### src/rtl/core/fplr_pkg.sv
package fplr_pkg;

  localparam int NUM_CODES   = 256;
  localparam int MAX_WIDTH   = 16;
  localparam int MAX_HEIGHT  = 16;
  localparam int LINE_PIXELS = 1024;

  localparam int CODE_W  = 8;
  localparam int ROW_W   = 4;
  localparam int BITS_W  = 16;
  localparam int ADV_W   = 5;
  localparam int COLOR_W = 8;
  localparam int X_W     = 10;
  localparam int PEN_W   = 11;
  localparam int CFG_W   = 9;
  localparam int IDX_W   = 2;

  localparam logic [CODE_W-1:0] SPACE_CODE = 8'h20;

  // configuration register indexes
  localparam logic [IDX_W-1:0] REG_CHAR_COUNT   = 2'd0;
  localparam logic [IDX_W-1:0] REG_GLYPH_HEIGHT = 2'd1;
  localparam logic [IDX_W-1:0] REG_MAX_WIDTH    = 2'd2;
  localparam logic [IDX_W-1:0] REG_SPACE_WIDTH  = 2'd3;

  typedef enum logic [1:0] {
    OP_LOAD,
    OP_START,
    OP_APPEND,
    OP_READ
  } op_t;

  typedef enum logic [1:0] {
    KIND_GLYPH,
    KIND_SPACE,
    KIND_BLANK
  } kind_t;

  typedef struct packed {
    op_t                op;
    kind_t              kind;
    logic [CODE_W-1:0]  code;
    logic [ROW_W-1:0]   row;
    logic [BITS_W-1:0]  bits;
    logic [ADV_W-1:0]   width;
    logic [COLOR_W-1:0] color;
    logic [X_W-1:0]     px;
    logic [ROW_W-1:0]   py;
    logic               py_ok;
  } cmd_t;

  typedef struct packed {
    logic [ADV_W-1:0] height_eff;
    logic [ADV_W-1:0] max_width;
    logic [ADV_W-1:0] space_width;
  } cfg_t;

endpackage

### src/rtl/core/fplr_front.sv
module fplr_front import fplr_pkg::*; (
  input  logic               clk,
  input  logic               rst,
  input  logic               start,
  input  logic               queue_full,
  input  logic [1:0]         operation,
  input  logic [CODE_W-1:0]  char_code,
  input  logic [ROW_W-1:0]   glyph_row,
  input  logic [BITS_W-1:0]  row_bits,
  input  logic [ADV_W-1:0]   char_width,
  input  logic [COLOR_W-1:0] fg_color,
  input  logic [X_W-1:0]     pixel_x,
  input  logic [ROW_W-1:0]   pixel_y,
  input  logic               cfg_write,
  input  logic [IDX_W-1:0]   cfg_index,
  input  logic [CFG_W-1:0]   cfg_data,
  output logic               busy,
  output logic               push,
  output cmd_t               cmd,
  output cfg_t               cfg
);

  logic [CFG_W-1:0] char_count;
  logic [ADV_W-1:0] glyph_height;
  logic [ADV_W-1:0] max_glyph_width;
  logic [ADV_W-1:0] space_width;
  logic [ADV_W-1:0] height_eff;

  always_ff @(posedge clk) begin
    if (rst) begin
      char_count      <= 9'd256;
      glyph_height    <= 5'd8;
      max_glyph_width <= 5'd8;
      space_width     <= 5'd4;
    end else if (cfg_write) begin
      case (cfg_index)
        REG_CHAR_COUNT:   char_count      <= cfg_data;
        REG_GLYPH_HEIGHT: glyph_height    <= cfg_data[ADV_W-1:0];
        REG_MAX_WIDTH:    max_glyph_width <= cfg_data[ADV_W-1:0];
        REG_SPACE_WIDTH:  space_width     <= cfg_data[ADV_W-1:0];
        default: ;
      endcase
    end
  end

  assign height_eff = (glyph_height > ADV_W'(MAX_HEIGHT)) ? ADV_W'(MAX_HEIGHT) : glyph_height;

  assign cfg.height_eff  = height_eff;
  assign cfg.max_width   = max_glyph_width;
  assign cfg.space_width = space_width;

  assign busy = queue_full;
  assign push = start && !queue_full;

  // classify the item before it enters the queue
  always_comb begin
    cmd.op    = op_t'(operation);
    cmd.code  = char_code;
    cmd.row   = glyph_row;
    cmd.bits  = row_bits;
    cmd.width = (char_width > ADV_W'(MAX_WIDTH)) ? ADV_W'(MAX_WIDTH) : char_width;
    cmd.color = fg_color;
    cmd.px    = pixel_x;
    cmd.py    = pixel_y;
    cmd.py_ok = {1'b0, pixel_y} < height_eff;
    if ({1'b0, char_code} >= char_count) begin
      cmd.kind = KIND_BLANK;
    end else if (char_code == SPACE_CODE) begin
      cmd.kind = KIND_SPACE;
    end else begin
      cmd.kind = KIND_GLYPH;
    end
  end

endmodule

### config.mk
export PLATFORM = sky130hd
export DESIGN_NAME = fplr_front
export DESIGN_NICKNAME = d
export VERILOG_FILES = /design/src/rtl/core/fplr_pkg.sv /design/src/rtl/core/fplr_front.sv
export SDC_FILE = /design/constraint.sdc
export NUM_CORES = 1
export LEC_CHECK = 0
export ABC_AREA = 1
export BUFFER_PORTS_ARGS = -buffer_cell sky130_fd_sc_hd__buf_2
export CORE_ASPECT_RATIO = 0.5
export CORE_MARGIN = 2
export CORE_UTILIZATION = 40
export DETAILED_ROUTE_END_ITERATION = 7
export HOLD_SLACK_MARGIN = 0.06
export PLACE_DENSITY = 0.85
export SYNTH_ARGS = -nofsm -noshare
export SYNTH_HDL_FRONTEND = slang
export SYNTH_SLANG_ARGS = --single-unit
### constraint.sdc
create_clock -name clk -period 3.4 [get_ports clk]
set_input_delay 0.17 -clock clk [delete_from_list [all_inputs] [get_ports clk]]
set_output_delay 0.17 -clock clk [all_outputs]
set_load 0.02 [all_outputs]
==> flow_summary.ini <==
[final_layout]
diodes = 0
drive_above_1_share_pct = 30.2
nets = 331
syn2layout_area_growth_pct = 1.82

[logic_synthesis]
synth_top_flop_cell = dfxtp_1
yosysMostFrequentCell = buf_4
synth.avg_cell_area_um2 = 7.13
synth_common_cells = buf_4, inv_1, nand2_1, dfxtp_1, nor2_1
synth_edf_count = 0
yosys-top-cells-area = dfxtp_1, buf_4, ha_1
synth_top_area_share_pct = 29.2
netlist_area_um2 = 1650
synth_top_area_cell = dfxtp_1
netlist_instances = 231
syn-num-nets = 315
ys_async_sr_fraction_pct = 0
yosysSeqAreaShare_pct = 29.2
synth_cell_type_count = 17
ys_seq_elements = 24
yosysWarnings = 0

[clock_network]
post_cts_buffers = 0
cts.sinks = 24
numCtsBuffers = 3
worstSkewPairLatency_ns = 0.26
ctsHtreeMaxLevel = 1
clockBufferDepth = 2
cts_root_buf = clkbuf_8
cts_hold_buf = 0
cts_tree = yes
cts_resized = 0
clkTransAtPathRegs_ns = 0.08

[global_route]
grt_pass1_vias = 1268
gr-total-overflow = 0
grt_max_degree = 21
grt_antenna_before_repair = 0
grt_pass1_wl_um = 5710
grt_usage_pct = 15.5

[power_and_ir_drop]
pwr-share-clk_pct = 26.3
power_per_cell_area_nw_per_um2 = 368
seq_power_share_pct = 48.7
p_sw_share_pct = 30.3
peakVddDrop_mv = 0.151
power.internal_mw = 0.430
switching_power_mw = 0.187
p_total_mw = 0.617
leakagePower_nw = 0.888
p_comb_share_pct = 25.0

[timing]
maxSlewViolCount = 0
clock_skew_ns = 0
hold_viol = 0
finalSetupViolCount = 0
finalCritPeriodShare_pct = 60.3
min_period_ns = 2.05
tns_ns = 0
grt_setup_unrepaired = false
max_freq_ghz = 0.488
tightest_slew_ns = 0.469
slew_headroom_pct = 68.7

[status]
status = finished clean

[drt]
finalWirelength_um = 3780
antenna_left = 0
drtPass1Iterations = 4
drt_iter0_drc = 29
dr_total_vias = 1383
wl_per_cell_um = 12.6
viasPerCell = 4.63
remaining_drc_errors = 0

[floorplanning]
fp-row-count = 16
fp.dieH_um = 49.4
dieArea_um2 = 4680
fp.dieW_um = 94.7
core_um2 = 3920
initial_core_util_pct = 42.0
ioPinCount = 150

[worst_setup_path]
cp-start-kind = register
crit_arrival_ns = 1.88
cp.required_ns = 3.23
worst-path-max-fanout = 2
worstSetupPathType = reg2out
cp-end-kind = output pin

[placed_design]
portBuffers = 69
gp_congestion = 0.769
dp_hpwl_um = 3090

[worst_hold_path]
hold_path_class = in2reg

[flow_run]
timing.max_cap.violations = 0
per-layer routing:
layer / track usage [%] / share of wire [%] / vias up
met5: 0 / 0 / -
met4: 7.00 / 1.9 / 0
met3: 4.64 / 11 / 12
met2: 29.8 / 52 / 58
met1: 15.3 / 35 / 610
li1: - / - / 703
area by class of cell:
cell class	instances	area, µm²
multi-input cells	118	626
well taps	54	67.6
fillers	380	2250
repair buffers	69	345
inverters	31	116
clock buffers	3	41.3
flip-flops and latches	24	480
worst paths after layout:
kind	start	to	slack [ns]	cells after the start
min reg2reg	char_count[5]	char_count[5]	0.47	2
min	rst	space_width[3]	0.12	2
max reg2reg	char_count[8]	char_count[8]	2.72	2
max	glyph_height[1]	cmd[0]	1.35	9
power groups by stage:
stage / registers (mW) / clock network (mW) / logic [mW]
after floorplan: 0.313 / 0 / 0.166
after CTS: 0.300 / 0.165 / 0.155
final: 0.300 / 0.162 / 0.154
after detailed placement: 0.307 / 0 / 0.154
after global placement: 0.306 / 0 / 0.148
after global routing: 0.302 / 0.179 / 0.173
cell families after synthesis:
kind of cell               count (synthesis)  share of synthesized area, %
buffers and inverters                     89                          32.8
and+or+nand+nor                           68                          17.5
AOI/OAI and AO/OA                         39                          12.2
DFF                                       24                          29.2
adders and majority gates                 11                          8.36
layout by cell type, fill, tap and decap left out:
cell type and count:
a21oi_1 20, buf_2 69, clkbuf_8 3, dfxtp_1 24, ha_1 11, inv_1 31
nand2_1 30, nand3_1 7, nand3_2 2, nand4_1 1, nor2_1 23, nor3_1 3
nor4_1 2, o211ai_1 1, o21a_1 1, o21ai_0 17
sequential cells by signal, indices dropped and copies added (netlist names):
signal,count
char_count,9
glyph_height,5
max_glyph_width,5
space_width,5
critical path: stages (launching register included):
cell,delay (ns)
dfxtp_1,0.31
nor3_1,0.17
a21oi_1,0.10
nor2_1,0.14
inv_1,0.06
ha_1,0.29
a21oi_1,0.15
o21ai_0,0.09
nor2_1,0.13
buf_2,0.19
per-stage QoR:
step           cells  utilization (%)  setup WS, ns  hold slack, ns  area, µm²
6_report         299             42.7          1.35           0.122       1680
5_1_grt          299             42.7          1.18           0.142       1680
2_1_floorplan    231                -          1.48           0.239       1650
3_5_place_dp     296             41.7          1.65           0.340       1640
3_3_place_gp     296             41.7          1.76           0.340       1640
4_1_cts          299             42.7          1.35           0.119       1680
Power figures use the tool's default switching activity.
