[src/rtl/core/fplr_pkg.sv]
package fplr_pkg;

  localparam int NUM_CODES   = 256;
  localparam int MAX_WIDTH   = 16;
  localparam int MAX_HEIGHT  = 16;
  localparam int LINE_PIXELS = 1024;

  localparam int CODE_W  = 8;
  localparam int ROW_W   = 4;
  localparam int BITS_W  = 16;
  localparam int ADV_W   = 5;
  localparam int COLOR_W = 8;
  localparam int X_W     = 10;
  localparam int PEN_W   = 11;
  localparam int CFG_W   = 9;
  localparam int IDX_W   = 2;

  localparam logic [CODE_W-1:0] SPACE_CODE = 8'h20;

  // configuration register indexes
  localparam logic [IDX_W-1:0] REG_CHAR_COUNT   = 2'd0;
  localparam logic [IDX_W-1:0] REG_GLYPH_HEIGHT = 2'd1;
  localparam logic [IDX_W-1:0] REG_MAX_WIDTH    = 2'd2;
  localparam logic [IDX_W-1:0] REG_SPACE_WIDTH  = 2'd3;

  typedef enum logic [1:0] {
    OP_LOAD,
    OP_START,
    OP_APPEND,
    OP_READ
  } op_t;

  typedef enum logic [1:0] {
    KIND_GLYPH,
    KIND_SPACE,
    KIND_BLANK
  } kind_t;

  typedef struct packed {
    op_t                op;
    kind_t              kind;
    logic [CODE_W-1:0]  code;
    logic [ROW_W-1:0]   row;
    logic [BITS_W-1:0]  bits;
    logic [ADV_W-1:0]   width;
    logic [COLOR_W-1:0] color;
    logic [X_W-1:0]     px;
    logic [ROW_W-1:0]   py;
    logic               py_ok;
  } cmd_t;

  typedef struct packed {
    logic [ADV_W-1:0] height_eff;
    logic [ADV_W-1:0] max_width;
    logic [ADV_W-1:0] space_width;
  } cfg_t;

endpackage

[src/rtl/core/fplr_queue.sv]
module fplr_queue import fplr_pkg::*; (
  input  logic clk,
  input  logic rst,
  input  logic push,
  input  cmd_t push_data,
  input  logic pop,
  output cmd_t head,
  output logic not_empty,
  output logic full
);

  cmd_t       entries [2];
  logic       wr_ptr;
  logic       rd_ptr;
  logic [1:0] count;

  always_ff @(posedge clk) begin
    if (rst) begin
      wr_ptr <= 1'b0;
      rd_ptr <= 1'b0;
      count  <= 2'd0;
    end else begin
      if (push) begin
        entries[wr_ptr] <= push_data;
        wr_ptr          <= ~wr_ptr;
      end
      if (pop) begin
        rd_ptr <= ~rd_ptr;
      end
      case ({push, pop})
        2'b10:   count <= count + 2'd1;
        2'b01:   count <= count - 2'd1;
        default: count <= count;
      endcase
    end
  end

  assign head      = entries[rd_ptr];
  assign not_empty = (count != 2'd0);
  assign full      = (count == 2'd2);

endmodule

[config.mk]
export PLATFORM = sky130hd
export DESIGN_NAME = fplr_queue
export DESIGN_NICKNAME = d
export VERILOG_FILES = /design/src/rtl/core/fplr_pkg.sv /design/src/rtl/core/fplr_queue.sv
export SDC_FILE = /design/constraint.sdc
export NUM_CORES = 1
export LEC_CHECK = 0
export ABC_AREA = 1
export CAP_MARGIN = 10
export CORE_ASPECT_RATIO = 1.1
export CORE_MARGIN = 3
export CORE_UTILIZATION = 25
export CTS_BUF_LIST = sky130_fd_sc_hd__clkbuf_8
export DETAILED_ROUTE_END_ITERATION = 8
export DONT_BUFFER_PORTS = 1
export GPL_TIMING_DRIVEN = 0
export PLACE_DENSITY_LB_ADDON = 0.25
export SYNTH_ARGS = -nofsm -noshare
export SYNTH_HDL_FRONTEND = slang
export SYNTH_SLANG_ARGS = --single-unit
[constraint.sdc]
create_clock -name clk -period 7.29 [get_ports clk]
set_input_delay 1.458 -clock clk [delete_from_list [all_inputs] [get_ports clk]]
set_output_delay 1.458 -clock clk [all_outputs]
set_load 0.05 [all_outputs]
==> insert_results.sql, run 1 <==
INSERT INTO impl_metrics (metric_group, metric, value, unit) VALUES
('worst_hold_path', 'worstHoldPathType', 'reg -> reg', ''),
('clock_tree', 'post-cts-setup-buffer-count', '0', ''),
('cells_and_area', 'layoutNonFillerInstCount', '502', ''),
('detailed_routing', 'drc', '0', ''),
('clock_tree', 'clock_network_latency_to_the_later_pin_of_the_worst_skew_pair', '420', 'ps'),
('die', 'dieArea', '21200', 'sq um'),
('grt', 'grt-ovfl-total', '0', ''),
('yosys', 'synth.cell_area', '4870', 'sq um'),
('yosys', 'syn-mean-instance-area', '22.0', 'sq um'),
('detailed_routing', 'postRouteAntennaNets', '0', ''),
('clock_tree', 'cts_resized', '0', ''),
('clock_tree', 'clock-root-buffer', 'clkbuf_8', ''),
('cells_and_area', 'layout_commonest_cell', 'edfxtp_1', ''),
('die', 'die_h', '152', 'microns'),
('clock_tree', 'htree_levels', '4', ''),
('clock_tree', 'clock_path_buffers', '2', ''),
('worst_hold_path', 'min_path_cells', '2', ''),
('yosys', 'synthesis.nets', '286', ''),
('worst_setup_path', 'required_time_worst_endpoint', '5830', 'ps'),
('yosys', 'post_synth_inst_count', '221', ''),
('grt', 'first_pass_grt_wire_length', '13100', 'microns'),
('power', 'pwr_density', '282', 'nW/um^2'),
('worst_setup_path', 'critical_path.endpoint_type', 'output port', ''),
('detailed_routing', 'avgRoutedWirePerCell', '17.5', 'microns'),
('timing', 'final_cycle_share', '0.413', ''),
('cells_and_area', 'antenna_diode_count', '0', ''),
('timing', 'timing.final.ws_setup', '4280', 'ps'),
('worst_setup_path', 'crit_type', 'reg -> out', ''),
('die', 'pin_count', '126', ''),
('worst_setup_path', 'worst_r2r_path_depth', '4', ''),
('clock_tree', 'cts-hold-fix-buffers', '0', ''),
('grt', 'grt.total_usage', '0.0853', ''),
('timing', 'finClkSkew', '11.4', 'ps'),
('worst_setup_path', 'timing.critical_path.from_type', 'flop', ''),
('cells_and_area', 'drive_above_1_share', '0.382', ''),
('cells_and_area', 'syn2layout_area_growth', '16.0', '%'),
('die', 'rows', '52', ''),
('timing', 'setup_viol', '0', ''),
('place', 'dp_slack', '4660', 'ps'),
('clock_tree', 'clock_sinks', '125', ''),
('die', 'coreArea', '18700', 'sq um'),
('power', 'static-leakage-power', '1.96', 'nW'),
('clock_tree', 'clk_pin_slew', '70', 'ps'),
('yosys', 'yosys_warnings', '0', ''),
('die', 'die_width', '139', 'microns'),
('flow_run', 'timing.max_cap.violations', '0', ''),
('power', 'worst_ir_drop_vdd', '0.108', 'mV'),
('worst_setup_path', 'worst_r2r_startpoint', 'wr_ptr', ''),
('detailed_routing', 'drt-vias-per-instance', '3.96', ''),
('grt', 'grt_start_max_net_pins', '30', ''),
('detailed_routing', 'via_count', '1986', ''),
('timing', 'holdWs', '479', 'ps'),
('clock_tree', 'tritoncts.num_buffers', '17', ''),
('yosys', 'synth.ff_latch_count', '125', ''),
('cells_and_area', 'layout.cells.most_common_list', '120 x edfxtp_1, 60 x mux2_4, 17 x clkbuf_8', ''),
('clock_tree', 'cts_tree', 'built', ''),
('place', 'dp_hpwl', '6150', 'microns'),
('cells_and_area', 'layout.nets', '313', ''),
('yosys', 'sequential_fraction_of_the_synthesis_area', '0.761', ''),
('timing', 'final-hold-violation-count', '0', ''),
('cells_and_area', 'finalCoreUtilization', '0.301', ''),
('timing', 'max-slew-margin-rel', '0.391', ''),
('detailed_routing', 'firstDrtPassIters', '4', ''),
('worst_setup_path', 'crit_path_max_fanout', '3', ''),
('detailed_routing', 'drt_iter0_drc', '80', ''),
('timing', 'timing.final.max_slew_violations', '0', ''),
('grt', 'grt_pass1_vias', '2128', ''),
('detailed_routing', 'totalWireLength', '8790', 'microns'),
('timing', 'rsz0062_at_grt', 'false', ''),
('place', 'gp_congestion', '0.634', ''),
('worst_hold_path', 'min_from', 'wr_ptr', ''),
('worst_setup_path', 'worst-endpoint-arrival', '1550', 'ps'),
('place', 'buffers_on_ports', '0', ''),
('timing', 'setup_total_negative_slack', '0', 'ps'),
('yosys', 'ys_types', '14', ''),
('timing', 'tightest_slew', '909', 'ps'),
('timing', 'max_freq', '332', 'MHz'),
('worst_setup_path', 'critPathLaunch', 'count[1]', ''),
('run_status', 'run_status', 'complete, no violations', ''),
('place', 'post-place-cells', '472', ''),
('grt', 'grt_antenna_before_repair', '0', ''),
('die', 'start_util', '0.260', ''),
('timing', 'final_period_minus_worst_setup_slack', '3010', 'ps');
==> sequential cells by signal, indices dropped and copies added, names as in the netlist, named ones only <==
signal	flops
count	2
entries	120
rd_ptr	1
wr_ptr	1
==> Yosys cell counts <==
library cell    n  area share
a21oi_1         2      0.0021
buf_12          6       0.025
buf_6           1      0.0023
dfxtp_1         5       0.021
edfxtp_1      120        0.74
ha_1            1      0.0026
inv_1           7      0.0054
mux2_4         60        0.19
nand2_1         7      0.0054
nand4_1         1      0.0013
nor2_1          8      0.0062
nor3_1          1      0.0010
o21ai_0         1      0.0010
xnor2_1         1      0.0018
==> metrics by stage <==
stage	total power, W	area, sq um
floorplan	0.00105	4870
global placement	0.00108	5170
detailed placement	0.00108	5300
CTS	0.00163	5650
global route	0.00167	5650
finish	0.00159	5650
==> final timing paths <==
check                                      end  slack, ps
worst max-delay path                      full       4280
worst min-delay path                    wr_ptr        480
worst min register to register          wr_ptr        480
worst max register to register  entries[0][38]       5760
==> cell families after synthesis <==
family                   share of synthesized area
flip-flops                                   0.761
multiplexers                                 0.185
AND/OR/NAND/NOR                             0.0139
buffers and inverters                       0.0324
AO/OA/AOI/OAI                              0.00308
XOR/XNOR                                   0.00180
adder cells (fa/ha/maj)                    0.00257
==> final cells by class <==
| cell class | count | area (sq um) |
|---|---|---|
| multi-input cells | 82 | 1020 |
| plain buffers | 7 | 131 |
| clock inverters | 13 | 110 |
| inverters | 7 | 26.3 |
| fillers | 1868 | 13100 |
| repair buffers | 8 | 119 |
| well taps | 243 | 304 |
| flip-flops and latches | 125 | 3700 |
| clock buffers | 17 | 234 |
==> power by group <==
part	switching [W]	total, W	internal (W)
Sequential	0.00000625	0.000822	0.000815
Clock	0.000247	0.000536	0.000289
Combinational	0.000162	0.000237	0.0000748
Total	0.000416	0.00159	0.00118
==> critical path: stages, from the launching register on <==
cell	delay, ps
dfxtp_1	360
inv_1	70
nor2_1	690
==> routing by layer <==
metal  wire, microns  track usage  up-vias  part of all wire
met2            4480        0.136       83              0.51
met1            3230       0.0879      990              0.37
met5               0            0        -                 0
met4             129       0.0377        0             0.015
met3             954       0.0559        9              0.11
li1                -            -      904                 -
Note: power is estimated with default switching activity, not from simulation.
==> run 2, diff against run 1 <==
Clock period 7.29 ns to 2.5 ns, I/O delays scaled along.
==> insert_results.sql, run 2 (synthesized netlist as in run 1, its figures left out) <==
INSERT INTO impl_metrics (metric_group, metric, value, unit) VALUES
('run_status', 'run_status', 'complete, no violations', ''),
('die', 'die_width', '139', 'microns'),
('power', 'power.share.combinational', '0.150', ''),
('cells_and_area', 'nFillCells', '1838', ''),
('clock_tree', 'clock_path_buffers', '2', ''),
('place', 'gp_congestion', '0.638', ''),
('clock_tree', 'tritoncts.num_buffers', '17', ''),
('cells_and_area', 'syn2layout_area_growth', '16.2', '%'),
('clock_tree', 'cts-hold-fix-buffers', '0', ''),
('cells_and_area', 'final_design_area_no_fill', '5660', 'sq um'),
('clock_tree', 'clock_network_latency_to_the_later_pin_of_the_worst_skew_pair', '430', 'ps'),
('worst_setup_path', 'reg2reg_slack', '850', 'ps'),
('worst_setup_path', 'crit_path_max_incr_delay', '710', 'ps'),
('power', 'static-leakage-power', '1.96', 'nW'),
('worst_setup_path', 'cp.buffers_inverters', '1', ''),
('timing', 'final-hold-violation-count', '0', ''),
('worst_setup_path', 'critPathLaunch', 'count[1]', ''),
('cells_and_area', 'layout.area.seq', '3700', 'sq um'),
('timing', 'timing.final.max_slew_violations', '0', ''),
('cells_and_area', 'drive_above_1_share', '0.394', ''),
('die', 'pin_count', '126', ''),
('worst_setup_path', 'worst-endpoint-arrival', '1570', 'ps'),
('die', 'coreArea', '18700', 'sq um'),
('flow_run', 'timing.max_cap.violations', '0', ''),
('cells_and_area', 'reg.largest.list', 'entries x120, count x2', ''),
('timing', 'holdWs', '134', 'ps'),
('worst_setup_path', 'worstPathCellList', 'inv_1 -> nor2_1', ''),
('timing', 'setup_viol', '0', ''),
('worst_setup_path', 'critical_path.endpoint_type', 'output port', ''),
('timing', 'tightest_slew', '935', 'ps'),
('place', 'post-place-cells', '470', ''),
('detailed_routing', 'postRouteAntennaNets', '0', ''),
('cells_and_area', 'finalCoreUtilization', '0.302', ''),
('worst_setup_path', 'worst_r2r_path_depth', '4', ''),
('detailed_routing', 'drt-vias-per-instance', '3.96', ''),
('timing', 'rsz0062_at_grt', 'false', ''),
('place', 'dp_hpwl', '5920', 'microns'),
('timing', 'final_period_minus_worst_setup_slack', '2070', 'ps'),
('cells_and_area', 'multi_input_area', '1020', 'sq um'),
('worst_setup_path', 'r2r_end', 'entries[1][26]', ''),
('grt', 'grt_antenna_before_repair', '0', ''),
('cells_and_area', 'layout.nets', '311', ''),
('power', 'p_int', '0.00335', 'W'),
('clock_tree', 'htree_levels', '4', ''),
('worst_setup_path', 'cp_num_cells', '2', ''),
('power', 'worst_ir_drop_vdd', '0.286', 'mV'),
('clock_tree', 'clock-root-buffer', 'clkbuf_8', ''),
('worst_setup_path', 'timing.critical_path.from_type', 'flop', ''),
('timing', 'final_cycle_share', '0.827', ''),
('power', 'pwr_density', '816', 'nW/um^2'),
('worst_setup_path', 'worst_r2r_startpoint', 'wr_ptr', ''),
('detailed_routing', 'drc', '0', ''),
('detailed_routing', 'drt_iter0_drc', '99', ''),
('timing', 'max-slew-margin-rel', '0.374', ''),
('die', 'dieArea', '21200', 'sq um'),
('grt', 'grt_start_max_net_pins', '30', ''),
('clock_tree', 'clock_sinks', '125', ''),
('grt', 'grt_pass1_vias', '2139', ''),
('detailed_routing', 'totalWireLength', '8650', 'microns'),
('die', 'start_util', '0.260', ''),
('grt', 'groute.layer.met1.usage', '0.0887', ''),
('power', 'post-layout-total-power', '0.00461', 'W'),
('worst_setup_path', 'crit_path_max_fanout', '3', ''),
('cells_and_area', 'largest_reg_flops', '120', ''),
('grt', 'grt_busiest_layer', 'met2', ''),
('detailed_routing', 'firstDrtPassIters', '3', ''),
('grt', 'grt_use_met2', '0.137', ''),
('power', 'pwr-share-seq', '0.519', ''),
('worst_setup_path', 'cell_with_the_largest_stage_delay_on_the_worst_path', 'nor2_1', ''),
('worst_hold_path', 'min_from', 'rst', ''),
('grt', 'grt.total_usage', '0.0850', ''),
('timing', 'finClkSkew', '8.86', 'ps'),
('cells_and_area', 'antenna_diode_count', '0', ''),
('place', 'buffers_on_ports', '0', ''),
('cells_and_area', 'largest-register', 'entries', ''),
('cells_and_area', 'layoutNonFillerInstCount', '502', ''),
('clock_tree', 'cts_tree', 'built', ''),
('grt', 'first_pass_grt_wire_length', '13100', 'microns'),
('clock_tree', 'post-cts-setup-buffer-count', '0', ''),
('worst_hold_path', 'worstHoldPathType', 'in -> reg', ''),
('power', 'clock_power_share', '0.331', ''),
('worst_setup_path', 'required_time_worst_endpoint', '2000', 'ps'),
('die', 'rows', '52', ''),
('worst_setup_path', 'critical-path-top-delay-family', 'simple AND/OR/NAND/NOR gates', ''),
('die', 'die_h', '152', 'microns'),
('worst_setup_path', 'crit_type', 'reg -> out', ''),
('clock_tree', 'cts_resized', '0', ''),
('timing', 'max_freq', '484', 'MHz'),
('power', 'power.share.switching', '0.273', ''),
('cells_and_area', 'layout.cells.most_common_list', '120 x edfxtp_1, 60 x mux2_4, 17 x clkbuf_8', ''),
('grt', 'grt-ovfl-total', '0', ''),
('detailed_routing', 'avgRoutedWirePerCell', '17.2', 'microns'),
('clock_tree', 'clk_pin_slew', '70', 'ps'),
('place', 'placedInstanceArea', '5310', 'sq um'),
('grt', 'grtUsageMet3', '0.0512', ''),
('detailed_routing', 'via_count', '1988', ''),
('cells_and_area', 'layout_commonest_cell', 'edfxtp_1', ''),
('worst_setup_path', 'critical_path.endpoint', 'full', ''),
('power', 'power.net_switching', '0.00126', 'W');
## run 2: worst min path at each step
stage | to | cells after the start
finish | wr_ptr | 1
global placement | wr_ptr | 2
global route | wr_ptr | 1
floorplan | wr_ptr | 2
detailed placement | wr_ptr | 2
CTS | wr_ptr | 1
## run 2: final cells by class
class / count / area share
Buffer: 7 / 0.0232
Clock buffer: 17 / 0.0414
Clock inverter: 15 / 0.0190
Inverter: 7 / 0.00465
Multi-Input combinational cell: 82 / 0.181
Sequential cell: 125 / 0.655
Tap cell: 243 / 0.0538
Timing Repair Buffer: 6 / 0.0221
## run 2: metrics by stage
step | TNS [ps] | setup WS (ps)
after floorplan | 0 | 79.0
after global placement | -56970 | -939
after detailed placement | 0 | 689
after CTS | 0 | 376
after global routing | 0 | 309
final | 0 | 432
## run 2: routing by layer
metal	routed length [microns]	part of all wire
met1	3280	0.38
met4	142	0.016
met3	858	0.099
met5	0	0
met2	4370	0.51
## run 2: power by group through the flow
stage / registers, W / logic [W] / clock network [W]
2_1_floorplan: 0.00244 / 0.000620 / 0
3_3_place_gp: 0.00244 / 0.000687 / 0
3_5_place_dp: 0.00244 / 0.000705 / 0
4_1_cts: 0.00240 / 0.000707 / 0.00161
5_1_grt: 0.00240 / 0.000719 / 0.00170
6_report: 0.00240 / 0.000691 / 0.00153
## run 2: worst register-to-register path, cell delays in order (launching register included)
cell     delay, ps
dfxtp_1        330
inv_1           80
nor3_4         510
buf_8          270
buf_8          180
